[src/sha_pkg.sv]
`timescale 1ns / 1ps
package sha_pkg;

    typedef enum logic [2:0] {
        ST_LOAD,
        ST_ROUND,
        ST_UPDATE,
        ST_PAD,
        ST_EMIT
    } state_t;

    localparam logic [31:0] INIT_H [8] = '{
        32'h6a09e667, 32'hbb67ae85, 32'h3c6ef372, 32'ha54ff53a,
        32'h510e527f, 32'h9b05688c, 32'h1f83d9ab, 32'h5be0cd19
    };

    localparam logic [31:0] ROUND_K [64] = '{
        32'h428a2f98, 32'h71374491, 32'hb5c0fbcf, 32'he9b5dba5,
        32'h3956c25b, 32'h59f111f1, 32'h923f82a4, 32'hab1c5ed5,
        32'hd807aa98, 32'h12835b01, 32'h243185be, 32'h550c7dc3,
        32'h72be5d74, 32'h80deb1fe, 32'h9bdc06a7, 32'hc19bf174,
        32'he49b69c1, 32'hefbe4786, 32'h0fc19dc6, 32'h240ca1cc,
        32'h2de92c6f, 32'h4a7484aa, 32'h5cb0a9dc, 32'h76f988da,
        32'h983e5152, 32'ha831c66d, 32'hb00327c8, 32'hbf597fc7,
        32'hc6e00bf3, 32'hd5a79147, 32'h06ca6351, 32'h14292967,
        32'h27b70a85, 32'h2e1b2138, 32'h4d2c6dfc, 32'h53380d13,
        32'h650a7354, 32'h766a0abb, 32'h81c2c92e, 32'h92722c85,
        32'ha2bfe8a1, 32'ha81a664b, 32'hc24b8b70, 32'hc76c51a3,
        32'hd192e819, 32'hd6990624, 32'hf40e3585, 32'h106aa070,
        32'h19a4c116, 32'h1e376c08, 32'h2748774c, 32'h34b0bcb5,
        32'h391c0cb3, 32'h4ed8aa4a, 32'h5b9cca4f, 32'h682e6ff3,
        32'h748f82ee, 32'h78a5636f, 32'h84c87814, 32'h8cc70208,
        32'h90befffa, 32'ha4506ceb, 32'hbef9a3f7, 32'hc67178f2
    };

    localparam logic [7:0] PAD_BYTE = 8'h80;
    localparam logic [5:0] LEN_POS  = 6'd56;

    function automatic logic [31:0] rotr(input logic [31:0] v, input int n);
        rotr = (v >> n) | (v << (32 - n));
    endfunction

endpackage

[src/sha_core.sv]
`timescale 1ns / 1ps
module sha_core
    import sha_pkg::*;
(
    input  logic              clk,
    input  logic              rst_n,
    input  logic              start,
    input  logic [15:0][31:0] block,
    input  logic [7:0][31:0]  h_in,
    output logic [7:0][31:0]  h_out,
    output logic              busy,
    output logic              done
);

    logic [15:0][31:0] w_reg, w_next;
    logic [7:0][31:0]  v_reg, v_next;
    logic [5:0]        t_reg, t_next;
    logic              busy_reg, busy_next;
    logic              done_reg, done_next;

    logic [31:0] x15, x2, s0, s1, wn, wt, a, e, t1, t2;

    always_comb
    begin
        x15 = w_reg[1];
        x2  = w_reg[14];
        s0  = rotr(x15, 7) ^ rotr(x15, 18) ^ (x15 >> 3);
        s1  = rotr(x2, 17) ^ rotr(x2, 19) ^ (x2 >> 10);
        wn  = w_reg[0] + s0 + w_reg[9] + s1;
        wt  = w_reg[0];
        a   = v_reg[0];
        e   = v_reg[4];
        t1  = v_reg[7] + (rotr(e, 6) ^ rotr(e, 11) ^ rotr(e, 25))
              + ((e & v_reg[5]) ^ (~e & v_reg[6])) + ROUND_K[t_reg] + wt;
        t2  = (rotr(a, 2) ^ rotr(a, 13) ^ rotr(a, 22))
              + ((a & v_reg[1]) ^ (a & v_reg[2]) ^ (v_reg[1] & v_reg[2]));
    end

    always_comb
    begin
        w_next    = w_reg;
        v_next    = v_reg;
        t_next    = t_reg;
        busy_next = busy_reg;
        done_next = 1'b0;
        if (start && !busy_reg)
        begin
            w_next    = block;
            v_next    = h_in;
            t_next    = '0;
            busy_next = 1'b1;
        end
        else if (busy_reg)
        begin
            w_next = {wn, w_reg[15:1]};
            v_next = {v_reg[6:4], v_reg[3] + t1, v_reg[2:0], t1 + t2};
            t_next = t_reg + 6'd1;
            if (t_reg == 6'd63)
            begin
                busy_next = 1'b0;
                done_next = 1'b1;
            end
        end
    end

    always_ff @(posedge clk or negedge rst_n)
    begin
        if (!rst_n)
        begin
            t_reg    <= '0;
            busy_reg <= 1'b0;
            done_reg <= 1'b0;
        end
        else
        begin
            t_reg    <= t_next;
            busy_reg <= busy_next;
            done_reg <= done_next;
        end
    end

    always_ff @(posedge clk)
    begin
        w_reg <= w_next;
        v_reg <= v_next;
    end

    always_comb
    begin
        for (int i = 0; i < 8; i++)
            h_out[i] = h_in[i] + v_reg[i];
    end

    assign busy = busy_reg;
    assign done = done_reg;

    a_done_after_last: assert property (@(posedge clk) disable iff (!rst_n)
        busy_reg && t_reg == 6'd63 |=> done_reg && !busy_reg)
        else $error("round count did not finish");
    a_done_pulse: assert property (@(posedge clk) disable iff (!rst_n)
        done_reg |=> !done_reg)
        else $error("done longer than one cycle");
    a_done_idle: assert property (@(posedge clk) disable iff (!rst_n)
        done_reg |-> !busy_reg)
        else $error("done while busy");

endmodule
[config.mk]
export PLATFORM = sky130hd
export DESIGN_NAME = sha_core
export DESIGN_NICKNAME = d
export VERILOG_FILES = /design/src/sha_pkg.sv /design/src/sha_core.sv
export SDC_FILE = /design/constraint.sdc
export NUM_CORES = 2
export LEC_CHECK = 0
export BUFFER_PORTS_ARGS = -buffer_cell sky130_fd_sc_hd__clkbuf_2
export CAP_MARGIN = 20
export CELL_PAD_IN_SITES_DETAIL_PLACEMENT = 1
export CELL_PAD_IN_SITES_GLOBAL_PLACEMENT = 1
export CORE_AREA = 2 2 396 398
export CTS_CLUSTER_DIAMETER = 80
export DETAILED_ROUTE_END_ITERATION = 7
export DIE_AREA = 0 0 398 400
export HOLD_SLACK_MARGIN = 0.05
export PLACE_DENSITY = 0.77
export SLEW_MARGIN = 20
export SYNTH_ARGS = -nofsm -noshare
export SYNTH_HDL_FRONTEND = slang
export SYNTH_SLANG_ARGS = --single-unit
export TNS_END_PERCENT = 10
[constraint.sdc]
create_clock -name clk -period 39.9 [get_ports clk]
set_input_delay 3.99 -clock clk [delete_from_list [all_inputs] [get_ports clk]]
set_output_delay 3.99 -clock clk [all_outputs]
set_load 0.1 [all_outputs]
=== Word level (Yosys, flattened, before mapping) ===
Memories as Yosys holds them, arrays and structs flattened.
Cells that the tools add are included.

* ROM bits: 2048
* Register bits: 776
* Input bits: 771
* Memories: 1

{| class="wikitable"
|+ Memories
! name !! words !! width !! read ports !! clocked after memory_dff !! write ports !! line !! text
|-
| (name not given) || 64 || 32 || 1 || 0 || 0 || sha_core.sv:34 || <nowiki>+ ((e & v_reg[5]) ^ (~e & v_reg[6])) + ROUND_K[t_reg] + wt;</nowiki>
|}

* Add/sub/neg operators: 19
* $lt $le $gt $ge: 1
* Multiplexer cells: 14
* Bitwise gates (word level): 28
* Eq/ne operators: 1
* Reductions and logical operators: 3

{| class="wikitable"
|+ Operator list
! kind !! count
|-
| 512-bit 2-to-1 mux || 2
|-
| 32-bit adder || 18
|-
| 256-bit 2-to-1 mux || 2
|-
| 32-bit XOR || 9
|-
| 32-bit bitwise AND || 5
|-
| 32-bit 2-to-1 mux || 2
|-
| 32-bit NOT || 1
|-
| 10-bit by 32-bit bitwise OR with 32-bit output || 1
|-
| 13-bit by 32-bit bitwise OR with 32-bit output || 1
|-
| 14-bit by 32-bit bitwise OR with 32-bit output || 1
|-
| 15-bit by 32-bit bitwise OR with 32-bit output || 1
|-
| 19-bit by 32-bit bitwise OR with 32-bit output || 1
|-
| 21-bit by 32-bit bitwise OR with 32-bit output || 1
|-
| 25-bit by 32-bit bitwise OR with 32-bit output || 1
|-
| 26-bit by 32-bit bitwise OR with 32-bit output || 1
|-
| 30-bit by 32-bit bitwise OR with 32-bit output || 1
|-
| 7-bit by 32-bit bitwise OR with 32-bit output || 1
|-
| 32-bit by 22-bit XOR with 32-bit output || 1
|-
| 32-bit by 29-bit XOR with 32-bit output || 1
|-
| 6-bit 2-to-1 mux || 2
|-
| 7-bit >= comparator, second input constant || 1
|-
| 6-bit NOT with 7-bit output || 1
|-
| 6-bit by 1-bit adder with 6-bit output, second input constant || 1
|-
| 6-bit equality test, second input constant || 1
|-
| other kinds (4) || 9
|}

=== Logic depth before layout (Yosys ltp) ===
* Depth in word-level cells: 10
* Depth in mapped cells: 38

=== Worst setup path before layout ===
No wires, ideal clock.

* Path kind: input -> register
* Start: input port start
* End: register v_reg (netlist bit a[0]), enable pin
* Setup time: 1.110 ns
* Path buffers: 0
* Arrival time: 18.862 ns
* Cell stages on the path: 2
* Required time: 38.790 ns
* Setup slack: 19.928 ns
* Path through: nor2_1 > inv_1

* Longest elaborated chain between the ends: 2

{| class="wikitable"
|+ Ends and longest elaborated chain
! element !! line !! text
|-
| start, declared || sha_core.sv:7 || <nowiki>input logic start,</nowiki>
|-
| 1-bit logical AND || sha_core.sv:46 || <nowiki>if (start && !busy_reg)</nowiki>
|-
| 2-bit nonzero test (no source line) || -- ||
|-
| end signal, assigned || sha_core.sv:85 || <nowiki>v_reg <= v_next;</nowiki>
|-
| end, declared || sha_core.sv:16 || <nowiki>logic [7:0][31:0] v_reg, v_next;</nowiki>
|}

Every way passes these cells.
A chain may end at the register's enable or synchronous reset.

==> out/results.ini <==
[clocking]
cts-htree-levels=3
clk_pin_slew_ps=60
cts_tree=built
clock_path_buffers=3
cts.sinks=776
clk_latency_ps=780
cts-root-buf=clkbuf_16
cts_setup_buffers=0
cts-buffers-inserted=97
hold_buffers=0
cts_resized=0

[routing]
drtIter0Drc=5289
drt_first_pass_iters=6
antenna_left=0
vias=56500
wl_um=288000
routedWlPerCell_um=28.8
via_per_inst=5.65
drc_errors=0

[yosys]
synth-edff-count=768
synth_area_leaders=edfxtp_1, nand2_1, ha_1
async_flop_share_pct=1.03
syn-cell-area_um2=60600
syn-num-nets=8302
synthCells=6936
yosysTopAreaCellShare_pct=38.0
synth.avg_cell_area_um2=8.74
yosysTopAreaCell=edfxtp_1
synth_seq_cells=776
ys.flop_type=edfxtp_1
yosysWarningCount=0
ys_types=86
ys_seq_area_share_pct=38.4

[setup_path]
cp_max_fo=3
setup.worst_path.start_class=input pin
critical_path.endpoint=h_out[190]
cp.arrival_ps=8170
reg2reg_depth=29
crit_start=h_in[160]
endpoint_kind=output port
critical_path_class=input pin to output port
r2r_end=a[30]
reg2reg_from=t_reg[0]
required_ps=35910
r2r_setup_slack_ps=29380

[floorplan]
die_x_um=398
initial_utilization_pct=39.1
pin_count=1029
die_h_um=400
std_cell_rows=145
coreArea_um2=155000
dieArea_um2=159000

[timing]
relSlewSlack_pct=21.8
timing.fmax_mhz=82.3
finalSetupViolCount=0
tns_ps=0
rsz0062_at_grt=false
post-route-worst-setup-slack_ps=27740
fin_worst_skew_ps=77.2
slew_viol_final=0
timing.final.crit_period_ps=12160
finalHoldViolCount=0
worstMarginPinSlew_ps=1150
finalCritPeriodShare_pct=30.5

[placed_design]
port_buffers=1028
dp_hpwl_um=234000
dp.cells=9749
dp_slack_ps=27800
place.gp.congestion=1.01

[global_route]
grt_util_all_layers_pct=34.7
grt_pass1_vias=57000
grt_pass1_wl_um=399000
antenna_found_initial=115
grt_max_degree=191
grt-ovfl-total=0

[hold_path]
hold_class=flip-flop to flip-flop

[final_layout]
layout.nets=9156
drive_above_1_share_pct=16.3
finalNonFillerCells=10000
post-route-util_pct=45.8
area_growth_pct=17.2
largest_register_ffs=416
n_fill_cell=18600

[run]
maxCapViolations=0

[run_status]
status=finished, final reports clean

==> through the flow <==
step / hold slack (ps) / cell area, µm²
floorplan: 491 / 60600
global placement: 492 / 67600
detailed placement: 502 / 67600
CTS: 460 / 70900
global route: 508 / 71000
finish: 469 / 71100
==> per-layer routing <==
| metal | up-vias | GRT usage, % | part of all wire [%] |
|---|---|---|---|
| met5 | - | 0 | 0.16 |
| met4 | 74 | 17.2 | 5.2 |
| met1 | 28200 | 43.3 | 40 |
| met2 | 2327 | 56.3 | 47 |
| li1 | 25300 | - | - |
| met3 | 598 | 8.24 | 8.2 |
==> cells in the mapped netlist (all sizes together), types with 42 or more instances <==
| cell type | number |
|---|---|
| nor3 | 68 |
| nor2 | 271 |
| nand2b | 53 |
| clkbuf | 292 |
| inv | 392 |
| nand3 | 66 |
| o21bai | 42 |
| fa | 196 |
| nand2 | 2279 |
| edfxtp | 768 |
| ha | 399 |
| a21oi | 367 |
| xor2 | 174 |
| a211oi | 49 |
| o21ai | 309 |
| o21a | 54 |
| a21o | 183 |
| xnor2 | 419 |
| nor2b | 44 |
==> how the worst min path moves through the flow <==
stage	endpoint	slack (ps)	cells past startpoint	startpoint
after floorplan	w_reg[100]	490	2	w_reg[132]
after global placement	w_reg[253]	490	2	w_reg[285]
after detailed placement	w_reg[153]	500	2	w_reg[185]
after CTS	w_reg[377]	460	2	w_reg[409]
after global routing	w_reg[377]	510	2	w_reg[409]
final	w_reg[377]	470	2	w_reg[409]
==> final cells by class <==
class | count | area, µm² | share of cell area [%]
Antenna cell | 74 | 185 | 0.261
Clock buffer | 117 | 2520 | 3.55
Clock inverter | 61 | 737 | 1.04
Inverter | 394 | 1490 | 2.09
Multi-Input combinational cell | 5453 | 34700 | 48.9
Sequential cell | 776 | 23300 | 32.8
Tap cell | 2058 | 2570 | 3.62
Timing Repair Buffer | 1068 | 5530 | 7.79
==> cell usage in the layout, fill, tap and decap left out, drive strengths merged, types with 183 or more instances in the layout <==
cell type / n
fa: 196
edfxtp: 768
inv: 400
a21oi: 367
a21o: 183
clkbuf: 1145
nand2: 2279
ha: 399
nor2: 271
o21ai: 309
xnor2: 419
==> cell families after synthesis <==
group           Yosys count  share of synthesized area, %
fa+ha+maj               599                          14.8
flops                   776                          38.4
simple gates           2933                          19.5
compound gates         1280                          13.4
buf+inv                 707                          4.38
xor+xnor                593                          8.56
mux                      48                         0.943
==> critical path, stage by stage <==
cell,delay (ps)
clkbuf_2,90
ha_1,170
inv_1,60
fa_1,400
nor2b_1,130
o21a_1,140
o21ai_0,210
a211oi_1,600
a22oi_1,170
o31ai_1,760
a311o_1,320
a31oi_1,90
o21ai_0,210
xor2_1,300
clkbuf_2,520
Power is left out: the tool's default activity adds up to more than one toggle a clock period on the data nets, which glitch-free logic cannot reach.
